$ cat config.mk
export PLATFORM = sky130hd
export DESIGN_NAME = tone_segment_sequencer
export DESIGN_NICKNAME = d
export VERILOG_FILES = /design/src/rtl/core/tss_pkg.sv /design/src/rtl/core/tss_div.sv /design/src/rtl/core/tone_segment_sequencer.sv
export SDC_FILE = /design/constraint.sdc
export NUM_CORES = 2
export LEC_CHECK = 0
export ABC_AREA = 1
export BUFFER_PORTS_ARGS = -buffer_cell sky130_fd_sc_hd__buf_4
export CORE_UTILIZATION = 45
export CTS_CLUSTER_SIZE = 10
export DETAILED_ROUTE_END_ITERATION = 12
export PLACE_DENSITY = 0.7
export RECOVER_POWER = 50
export SYNTH_ARGS = -nofsm -noshare
export SYNTH_HDL_FRONTEND = slang
export SYNTH_SLANG_ARGS = --single-unit
$ cat constraint.sdc
create_clock -name i_clk -period 7.27 [get_ports i_clk]
set_input_delay 0.3635 -clock i_clk [delete_from_list [all_inputs] [get_ports i_clk]]
set_output_delay 0.3635 -clock i_clk [all_outputs]
set_load 0.05 [all_outputs]
$ cat src/rtl/core/tss_pkg.sv
`timescale 1ns / 1ps
// Shared types, constants and helpers for the tone segment sequencer.
package tss_pkg;

    localparam int MAX_SEGMENTS = 16;
    localparam int SEG_W        = 4;

    localparam logic [11:0] FREQ_MIN  = 12'd1;
    localparam logic [11:0] FREQ_MAX  = 12'd3000;
    localparam logic [6:0]  VOL_MAX   = 7'd100;
    localparam logic [9:0]  PER_MILLE = 10'd1000;

    localparam logic [1:0] OP_LOAD  = 2'd0;
    localparam logic [1:0] OP_START = 2'd1;
    localparam logic [1:0] OP_TICK  = 2'd2;

    // serial divider sizing
    localparam int DIV_REM_W  = 16;
    localparam int DIV_BITS_W = 12;
    localparam int DIV_CNT_W  = 4;

    typedef struct packed {
        logic [1:0]  op;
        logic [3:0]  seg_index;
        logic [11:0] start_freq;
        logic [11:0] end_freq;
        logic [6:0]  start_vol;
        logic [6:0]  end_vol;
        logic [15:0] duration_ms;
        logic [15:0] elapsed_ms;
    } t_in;

    typedef struct packed {
        logic [11:0] tone_freq;
        logic [6:0]  tone_vol;
        logic [3:0]  segment_now;
        logic        finished;
    } t_out;

    typedef struct packed {
        logic [11:0] start_freq;
        logic [11:0] end_freq;
        logic [6:0]  start_vol;
        logic [6:0]  end_vol;
        logic [15:0] duration_ms;
    } t_seg;

    typedef struct packed {
        logic [DIV_REM_W-1:0]  rem0;
        logic [DIV_BITS_W-1:0] bits;
        logic [DIV_REM_W-1:0]  divisor;
        logic [DIV_CNT_W-1:0]  count;
    } t_div_req;

    typedef struct packed {
        logic                  done;
        logic [DIV_BITS_W-1:0] quot;
    } t_div_rsp;

    function automatic logic [11:0] clamp_freq(input logic [11:0] f);
        logic [11:0] r;
        r = f;
        if (f < FREQ_MIN) begin
            r = FREQ_MIN;
        end else if (f > FREQ_MAX) begin
            r = FREQ_MAX;
        end
        return r;
    endfunction

    function automatic logic [6:0] clamp_vol(input logic [6:0] v);
        logic [6:0] r;
        r = v;
        if (v > VOL_MAX) begin
            r = VOL_MAX;
        end
        return r;
    endfunction

endpackage

$ cat src/rtl/core/tss_div.sv
`timescale 1ns / 1ps
// Bit-serial restoring divider, one quotient bit per cycle.
module tss_div (
    input  logic             i_clk,
    input  logic             i_rst_n,
    input  logic             i_start,
    input  tss_pkg::t_div_req i_req,
    output tss_pkg::t_div_rsp o_rsp
);
    import tss_pkg::*;

    logic                  r_busy;
    logic                  r_done;
    logic [DIV_CNT_W-1:0]  r_cnt;
    logic [DIV_REM_W-1:0]  r_rem;
    logic [DIV_BITS_W-1:0] r_bits;
    logic [DIV_REM_W-1:0]  r_div;
    logic [DIV_BITS_W-1:0] r_quot;

    logic [DIV_REM_W:0]    trial;
    logic [DIV_REM_W:0]    diff;
    logic                  ge;

    // caller guarantees rem0 < divisor, so the remainder stays below the divisor
    assign trial = {r_rem, r_bits[DIV_BITS_W-1]};
    assign ge    = trial >= {1'b0, r_div};
    assign diff  = trial - {1'b0, r_div};

    always_ff @(posedge i_clk) begin
        if (!i_rst_n) begin
            r_busy <= 1'b0;
            r_done <= 1'b0;
            r_cnt  <= '0;
        end else if (i_start) begin
            r_busy <= 1'b1;
            r_done <= 1'b0;
            r_cnt  <= i_req.count;
        end else if (r_busy) begin
            r_cnt <= r_cnt - 1'b1;
            if (r_cnt == DIV_CNT_W'(1)) begin
                r_busy <= 1'b0;
                r_done <= 1'b1;
            end
        end else begin
            r_done <= 1'b0;
        end
    end

    always_ff @(posedge i_clk) begin
        if (i_start) begin
            r_rem  <= i_req.rem0;
            r_bits <= i_req.bits;
            r_div  <= i_req.divisor;
            r_quot <= '0;
        end else if (r_busy) begin
            r_rem  <= ge ? diff[DIV_REM_W-1:0] : trial[DIV_REM_W-1:0];
            r_bits <= {r_bits[DIV_BITS_W-2:0], 1'b0};
            r_quot <= {r_quot[DIV_BITS_W-2:0], ge};
        end
    end

    assign o_rsp.done = r_done;
    assign o_rsp.quot = r_quot;

`ifndef NO_ASSERTIONS
    a_no_restart: assert property (@(posedge i_clk) disable iff (!i_rst_n)
        i_start |-> !r_busy) else $error("divider started while busy");
    a_cnt_live: assert property (@(posedge i_clk) disable iff (!i_rst_n)
        r_busy |-> r_cnt != '0) else $error("divider busy with zero count");
    a_rem_bound: assert property (@(posedge i_clk) disable iff (!i_rst_n)
        r_busy |-> r_rem < r_div) else $error("remainder not below divisor");
    a_done_after_busy: assert property (@(posedge i_clk) disable iff (!i_rst_n)
        r_done |-> $past(r_busy)) else $error("done without a division");
`endif

endmodule

$ cat src/rtl/core/tone_segment_sequencer.sv
`timescale 1ns / 1ps
// Load, ignored and finished-tick requests go straight to the output state; start reads the table
// in S_RD and S_EVAL, a segment step or restart reads it once more. A sweeping tick makes three
// passes through one bit-serial divider (10 portion bits, 12 frequency bits, 7 volume bits).
// One request is processed at a time; a finished result may wait in the output register
// while the next request is taken. Synchronous active-low reset: idle, finished, freq 1,
// volume 0, segment 0, segment_count 1, repeat_count 0; the segment table is not cleared.
module tone_segment_sequencer (
    input  logic          i_clk,
    input  logic          i_rst_n,
    input  logic          i_in_valid,
    input  tss_pkg::t_in  i_in_data,
    output logic          o_in_stall,
    output logic          o_out_valid,
    output tss_pkg::t_out o_out_data,
    input  logic          i_out_stall,
    input  logic          psel,
    input  logic          penable,
    input  logic          pwrite,
    input  logic [2:0]    paddr,
    input  logic [31:0]   pwdata,
    output logic [31:0]   prdata,
    output logic          pready
);
    import tss_pkg::*;

    localparam logic REG_SEG_COUNT = 1'b0;
    localparam logic REG_REPEAT    = 1'b1;

    typedef enum logic [10:0] {
        S_IDLE    = 11'b000_0000_0001,
        S_RD      = 11'b000_0000_0010,
        S_EVAL    = 11'b000_0000_0100,
        S_DP_GO   = 11'b000_0000_1000,
        S_DP_WAIT = 11'b000_0001_0000,
        S_MUL     = 11'b000_0010_0000,
        S_DF_GO   = 11'b000_0100_0000,
        S_DF_WAIT = 11'b000_1000_0000,
        S_DV_GO   = 11'b001_0000_0000,
        S_DV_WAIT = 11'b010_0000_0000,
        S_OUT     = 11'b100_0000_0000
    } t_state;

    typedef enum logic [1:0] {
        RK_START = 2'd0,
        RK_TICK  = 2'd1,
        RK_NEXT  = 2'd2
    } t_rd_kind;

    t_seg r_mem [MAX_SEGMENTS];

    t_state      r_state, n_state;
    t_rd_kind    r_kind, n_kind;
    logic [SEG_W-1:0] r_rd_addr, n_rd_addr;
    t_seg        r_rd_data;
    logic [3:0]  r_cur, n_cur;
    logic [16:0] r_time, n_time;
    logic [7:0]  r_reps, n_reps;
    logic        r_done, n_done;
    logic [11:0] r_freq, n_freq;
    logic [6:0]  r_vol, n_vol;
    logic [25:0] r_prod, n_prod;
    logic [21:0] r_pf, n_pf;
    logic [16:0] r_pv, n_pv;
    logic        r_neg_f, n_neg_f;
    logic        r_neg_v, n_neg_v;
    logic        r_out_valid, n_out_valid;
    t_out        r_out_data, n_out_data;
    logic [4:0]  r_seg_count;
    logic [7:0]  r_rep_count;

    logic        in_acc;
    logic        cfg_wr;
    logic [4:0]  eff_count;
    logic [7:0]  reps_sat;
    logic [11:0] mag_f;
    logic [6:0]  mag_v;
    logic [9:0]  portion;
    logic [12:0] sum_f;
    logic [7:0]  sum_v;
    logic        div_start;
    t_div_req    div_req;
    t_div_rsp    div_rsp;

    tss_div u_div (
        .i_clk   (i_clk),
        .i_rst_n (i_rst_n),
        .i_start (div_start),
        .i_req   (div_req),
        .o_rsp   (div_rsp)
    );

    assign in_acc     = i_in_valid && (r_state == S_IDLE);
    assign o_in_stall = (r_state != S_IDLE);
    assign cfg_wr     = psel && penable && pwrite;
    assign pready     = 1'b1;

    always_comb begin
        case (paddr[2])
            REG_SEG_COUNT: prdata = {27'b0, r_seg_count};
            REG_REPEAT:    prdata = {24'b0, r_rep_count};
            default:       prdata = '0;
        endcase
    end

    always_ff @(posedge i_clk) begin
        if (!i_rst_n) begin
            r_seg_count <= 5'd1;
            r_rep_count <= 8'd0;
        end else if (cfg_wr) begin
            case (paddr[2])
                REG_SEG_COUNT: r_seg_count <= pwdata[4:0];
                REG_REPEAT:    r_rep_count <= pwdata[7:0];
                default:       r_rep_count <= r_rep_count;
            endcase
        end
    end

    // segment table
    always_ff @(posedge i_clk) begin
        if (in_acc && i_in_data.op == OP_LOAD
                && {1'b0, i_in_data.seg_index} < 5'(MAX_SEGMENTS)) begin
            r_mem[i_in_data.seg_index[SEG_W-1:0]] <= '{
                start_freq:  i_in_data.start_freq,
                end_freq:    i_in_data.end_freq,
                start_vol:   i_in_data.start_vol,
                end_vol:     i_in_data.end_vol,
                duration_ms: i_in_data.duration_ms
            };
        end
        r_rd_data <= r_mem[r_rd_addr];
    end

    always_comb begin
        if (r_seg_count == 5'd0) begin
            eff_count = 5'd1;
        end else if (r_seg_count > 5'(MAX_SEGMENTS)) begin
            eff_count = 5'(MAX_SEGMENTS);
        end else begin
            eff_count = r_seg_count;
        end
    end

    assign reps_sat = (r_reps != 8'hFF) ? r_reps + 8'd1 : r_reps;
    assign portion  = div_rsp.quot[9:0];
    assign mag_f = (r_rd_data.end_freq >= r_rd_data.start_freq)
                 ? r_rd_data.end_freq - r_rd_data.start_freq
                 : r_rd_data.start_freq - r_rd_data.end_freq;
    assign mag_v = (r_rd_data.end_vol >= r_rd_data.start_vol)
                 ? r_rd_data.end_vol - r_rd_data.start_vol
                 : r_rd_data.start_vol - r_rd_data.end_vol;
    // truncation toward zero: apply the sign after dividing the magnitude
    assign sum_f = r_neg_f ? {1'b0, r_rd_data.start_freq} - {1'b0, div_rsp.quot}
                           : {1'b0, r_rd_data.start_freq} + {1'b0, div_rsp.quot};
    assign sum_v = r_neg_v ? {1'b0, r_rd_data.start_vol} - {1'b0, div_rsp.quot[6:0]}
                           : {1'b0, r_rd_data.start_vol} + {1'b0, div_rsp.quot[6:0]};

    // quotients are known to fit, so the top dividend bits already sit below the divisor
    always_comb begin
        div_start = 1'b0;
        div_req   = '{rem0: r_prod[25:10], bits: {r_prod[9:0], 2'b0},
                      divisor: r_rd_data.duration_ms, count: DIV_CNT_W'(10)};
        case (r_state)
            S_DP_GO: begin
                div_start = 1'b1;
            end
            S_DF_GO: begin
                div_start = 1'b1;
                div_req   = '{rem0: {6'b0, r_pf[21:12]}, bits: r_pf[11:0],
                              divisor: {6'b0, PER_MILLE}, count: DIV_CNT_W'(12)};
            end
            S_DV_GO: begin
                div_start = 1'b1;
                div_req   = '{rem0: {6'b0, r_pv[16:7]}, bits: {r_pv[6:0], 5'b0},
                              divisor: {6'b0, PER_MILLE}, count: DIV_CNT_W'(7)};
            end
            default: begin
                div_start = 1'b0;
            end
        endcase
    end

    always_comb begin
        n_state     = r_state;
        n_kind      = r_kind;
        n_rd_addr   = r_rd_addr;
        n_cur       = r_cur;
        n_time      = r_time;
        n_reps      = r_reps;
        n_done      = r_done;
        n_freq      = r_freq;
        n_vol       = r_vol;
        n_prod      = r_prod;
        n_pf        = r_pf;
        n_pv        = r_pv;
        n_neg_f     = r_neg_f;
        n_neg_v     = r_neg_v;
        n_out_valid = r_out_valid && i_out_stall;
        n_out_data  = r_out_data;

        case (r_state)
            S_IDLE: begin
                if (in_acc) begin
                    case (i_in_data.op)
                        OP_START: begin
                            n_reps    = 8'd0;
                            n_rd_addr = '0;
                            n_kind    = RK_START;
                            n_state   = S_RD;
                        end
                        OP_TICK: begin
                            if (r_done) begin
                                n_state = S_OUT;
                            end else begin
                                n_time    = r_time + {1'b0, i_in_data.elapsed_ms};
                                n_rd_addr = r_cur[SEG_W-1:0];
                                n_kind    = RK_TICK;
                                n_state   = S_RD;
                            end
                        end
                        default: begin
                            n_state = S_OUT;
                        end
                    endcase
                end
            end
            S_RD: begin
                n_state = S_EVAL;
            end
            S_EVAL: begin
                case (r_kind)
                    RK_START: begin
                        n_done  = 1'b0;
                        n_cur   = '0;
                        n_time  = '0;
                        n_freq  = clamp_freq(r_rd_data.start_freq);
                        n_state = S_OUT;
                    end
                    RK_NEXT: begin
                        n_freq  = clamp_freq(r_rd_data.start_freq);
                        n_vol   = clamp_vol(r_rd_data.start_vol);
                        n_time  = '0;
                        n_state = S_OUT;
                    end
                    default: begin
                        if (r_time < {1'b0, r_rd_data.duration_ms}) begin
                            n_prod  = {10'b0, r_time[15:0]} * {16'b0, PER_MILLE};
                            n_state = S_DP_GO;
                        end else if ({1'b0, r_cur} + 5'd1 >= eff_count) begin
                            n_reps = reps_sat;
                            if (r_rep_count == 8'd0 || reps_sat < r_rep_count) begin
                                n_rd_addr = '0;
                                n_kind    = RK_START;
                                n_state   = S_RD;
                            end else begin
                                n_done  = 1'b1;
                                n_vol   = '0;
                                n_state = S_OUT;
                            end
                        end else begin
                            n_cur     = r_cur + 4'd1;
                            n_rd_addr = r_cur[SEG_W-1:0] + SEG_W'(1);
                            n_kind    = RK_NEXT;
                            n_state   = S_RD;
                        end
                    end
                endcase
            end
            S_DP_GO: begin
                n_state = S_DP_WAIT;
            end
            S_DP_WAIT: begin
                if (div_rsp.done) begin
                    n_state = S_MUL;
                end
            end
            S_MUL: begin
                n_pf    = {12'b0, portion} * {10'b0, mag_f};
                n_pv    = {7'b0, portion} * {10'b0, mag_v};
                n_neg_f = r_rd_data.end_freq < r_rd_data.start_freq;
                n_neg_v = r_rd_data.end_vol < r_rd_data.start_vol;
                n_state = S_DF_GO;
            end
            S_DF_GO: begin
                n_state = S_DF_WAIT;
            end
            S_DF_WAIT: begin
                if (div_rsp.done) begin
                    n_freq  = clamp_freq(sum_f[11:0]);
                    n_state = S_DV_GO;
                end
            end
            S_DV_GO: begin
                n_state = S_DV_WAIT;
            end
            S_DV_WAIT: begin
                if (div_rsp.done) begin
                    n_vol   = clamp_vol(sum_v[6:0]);
                    n_state = S_OUT;
                end
            end
            S_OUT: begin
                if (!r_out_valid || !i_out_stall) begin
                    n_out_valid = 1'b1;
                    n_out_data  = '{tone_freq: r_freq, tone_vol: r_vol,
                                    segment_now: r_cur, finished: r_done};
                    n_state     = S_IDLE;
                end
            end
            default: begin
                n_state = S_IDLE;
            end
        endcase
    end

    always_ff @(posedge i_clk) begin
        if (!i_rst_n) begin
            r_state     <= S_IDLE;
            r_kind      <= RK_START;
            r_rd_addr   <= '0;
            r_cur       <= '0;
            r_time      <= '0;
            r_reps      <= '0;
            r_done      <= 1'b1;
            r_freq      <= FREQ_MIN;
            r_vol       <= '0;
            r_out_valid <= 1'b0;
        end else begin
            r_state     <= n_state;
            r_kind      <= n_kind;
            r_rd_addr   <= n_rd_addr;
            r_cur       <= n_cur;
            r_time      <= n_time;
            r_reps      <= n_reps;
            r_done      <= n_done;
            r_freq      <= n_freq;
            r_vol       <= n_vol;
            r_out_valid <= n_out_valid;
        end
    end

    always_ff @(posedge i_clk) begin
        r_prod     <= n_prod;
        r_pf       <= n_pf;
        r_pv       <= n_pv;
        r_neg_f    <= n_neg_f;
        r_neg_v    <= n_neg_v;
        r_out_data <= n_out_data;
    end

    assign o_out_valid = r_out_valid;
    assign o_out_data  = r_out_data;

`ifndef NO_ASSERTIONS
    a_muted_when_done: assert property (@(posedge i_clk) disable iff (!i_rst_n)
        r_done |-> r_vol == 7'd0) else $error("finished but not muted");
    a_freq_range: assert property (@(posedge i_clk) disable iff (!i_rst_n)
        r_freq >= FREQ_MIN && r_freq <= FREQ_MAX) else $error("held freq out of range");
    a_vol_range: assert property (@(posedge i_clk) disable iff (!i_rst_n)
        r_vol <= VOL_MAX) else $error("held volume out of range");
    a_out_from_out_state: assert property (@(posedge i_clk) disable iff (!i_rst_n)
        !$past(r_out_valid) && r_out_valid |-> $past(r_state) == S_OUT)
        else $error("result loaded outside output state");
`endif

endmodule

==> flow_summary.json <==
{
  "outcome": "finished, violations left",
  "violations": "max-capacitance violations, max-slew violations",
  "synthCells": 5315,
  "hold_path_depth": 5,
  "r2r_slack_ns": 0.44,
  "num_rows": 132,
  "rsz0062_at_grt": "no",
  "ys_seq_area_frac": 0.559,
  "postRouteAntennaNets": 0,
  "clock_insertion_delay_worst_skew_ns": 0.77,
  "cts_num_sinks": 1148,
  "htreeDepth": 4,
  "antenna_found_initial": 13,
  "dr.pass1.iters": 6,
  "setup_ws_ns": 0.438,
  "drv_cap": 6,
  "slew_viol_final": 223,
  "r2r_cells": 30,
  "mostFrequentLayoutCells": "996 x edfxtp_1, 704 x inv_1, 570 x nand2_1, 457 x a21oi_1, 407 x o21ai_0",
  "tightest_slew_ns": 2.84,
  "max_freq_ghz": 0.146,
  "wl_per_cell_um": 20.1,
  "io_pins": 177,
  "hold_viol_final": 0,
  "postCtsSetupRepairBufs": 0,
  "die_h_um": 364,
  "setup_tns_ns": 0,
  "cts_root_buf": "clkbuf_16",
  "start_util": 0.455,
  "area_growth_pct": 11.6,
  "final_common_cell": "edfxtp_1",
  "grt_pass1_wl_um": 225000,
  "dieArea_um2": 132000,
  "hold-worst-slack_ns": 0.113,
  "portBuffers": 125,
  "synth-main-ff-cell": "edfxtp_1",
  "ys_ff_latch": 1148,
  "drive_above_1_share": 0.0570,
  "place_ws_ns": 0.404,
  "cts_buffers": 135,
  "cts_tree": "yes",
  "maxSlewHeadroom": -0.899,
  "viasPerCell": 5.46,
  "routed_wl_um": 146000,
  "cpPeakStageDelay_ns": 0.53,
  "cp_common_cell": "inv_1",
  "dieWidth_um": 364,
  "finalSetupViolCount": 0,
  "core_um2": 130000,
  "vias": 39791,
  "track_usage": 0.222,
  "synth_cell_types": 61,
  "synth_edf_count": 996,
  "syn_avg_cell_area_um2": 11.1,
  "critical_path_buf_inv_count": 9,
  "nets": 6040,
  "min_period_ns": 6.83,
  "fillerInstances": 11106,
  "yosys_warnings": 0,
  "drcViolationCount": 0,
  "fin_crit_sh": 0.940,
  "critPathArrivalTime_ns": 7.34,
  "hold_class": "in2reg",
  "crit_type": "reg2reg",
  "placed_cell_area_um2": 61700,
  "start_kind": "flip-flop",
  "crit_family": "adder cells",
  "synthArstFlopShare": 0,
  "crit_fanout": 14,
  "clk_path_buf_depth": 3,
  "grt_pass1_vias": 38817,
  "cp.depth": 30,
  "grt-ovfl-total": 0,
  "cpMaxStageDelayCell": "fa_1",
  "synth_area_um2": 58900,
  "initialDrtViolationCount": 3617,
  "fin_area_um2": 65800,
  "clock_skew_ns": 0.0338,
  "required_ns": 7.78,
  "place.gp.congestion": 0.920,
  "grt_max_degree": 166,
  "clk_pin_slew_ns": 0.06,
  "dpl.hpwl_um": 92200,
  "cp-end-kind": "flip-flop"
}
worst register-to-register path: cells and delay by family (launching register included):
kind	cells	cell delay, ns
adder cells (fa/ha/maj)	7	3.23
AND/OR/NAND/NOR	9	1.55
buffers and inverters	9	0.73
AO/OA/AOI/OAI	4	0.68
flip-flops	1	0.33
XOR/XNOR	1	0.09
final cells by class:
type / instances / area [um2] / area share
Sequential cell: 1148 / 33000 / 0.501
Multi-Input combinational cell: 3226 / 22300 / 0.339
Clock buffer: 188 / 3620 / 0.0550
Inverter: 721 / 2710 / 0.0412
Tap cell: 1742 / 2180 / 0.0331
Timing Repair Buffer: 246 / 1710 / 0.0259
Clock inverter: 19 / 267 / 0.00405
Antenna cell: 2 / 5.00 / 0.0000761
synthesized netlist by cell type (15+ instances only):
cell type | instances | area share
a31oi_1 | 15 | 0.0016
o211ai_1 | 220 | 0.028
nand3_1 | 259 | 0.022
buf_2 | 47 | 0.0040
inv_1 | 703 | 0.045
a21oi_1 | 456 | 0.039
buf_4 | 29 | 0.0037
dfxtp_1 | 152 | 0.052
mux2i_1 | 216 | 0.037
edfxtp_1 | 996 | 0.51
nand2_1 | 567 | 0.036
fa_1 | 179 | 0.061
nand4_1 | 23 | 0.0024
nor3_1 | 31 | 0.0026
o21ai_0 | 408 | 0.035
xnor2_1 | 31 | 0.0046
ha_1 | 265 | 0.056
nand2_2 | 19 | 0.0020
nor2_1 | 296 | 0.019
clkbuf_1 | 154 | 0.0098
xor2_1 | 83 | 0.012
cells by family after synthesis:
group / synth area share
compound gates: 0.115
xor+xnor: 0.0177
fa+ha+maj: 0.117
buf+inv: 0.0646
flops: 0.559
mux: 0.0367
other cells: 0.000127
simple gates: 0.0895
worst paths after layout:
check	from	to
hold reg to reg	r_freq[8]	o_out_data[20]
hold / removal	penable	r_rep_count[0]
setup reg to reg	r_rd_data[33]	r_pf[21]
setup / recovery	r_rd_data[33]	r_pf[21]
routing by layer:
metal	GRT usage	share of wire	up-vias
li1	-	-	18804
met1	0.304	0.44	19357
met4	0.0726	0.029	14
met3	0.0345	0.064	270
met2	0.361	0.47	1346
met5	0	0.00058	-
registers in the layout, summed over array words and instances (netlist names), 5 cells and up:
register and count:
r_prod 23, r_state 11, r_time 17, r_mem 864
u_div.r_rem 16, r_seg_count 5, r_freq 12, r_rep_count 8
o_out_data 24, r_pf 22, r_vol 7, r_reps 8
r_pv 17, u_div.r_div 16, u_div.r_bits 12, r_rd_data 54
u_div.r_quot 12
through the flow:
stage                     cells  utilization
after detailed placement   7018        0.476
after global placement     7018        0.476
after global routing       7292        0.507
after floorplan            5338            -
after CTS                  7290        0.511
final                      7292        0.507
timing repair:
action | 4_1_cts | 5_1_grt
resized for setup | 0 | 3
endpoints found under the setup margin | 0 | 2
hold buffers | 65 | 0
endpoints found under the hold margin | 879 | 0
Power is not shown: default switching activity piles up to over one toggle a cycle in this logic, so the estimate is an artifact.
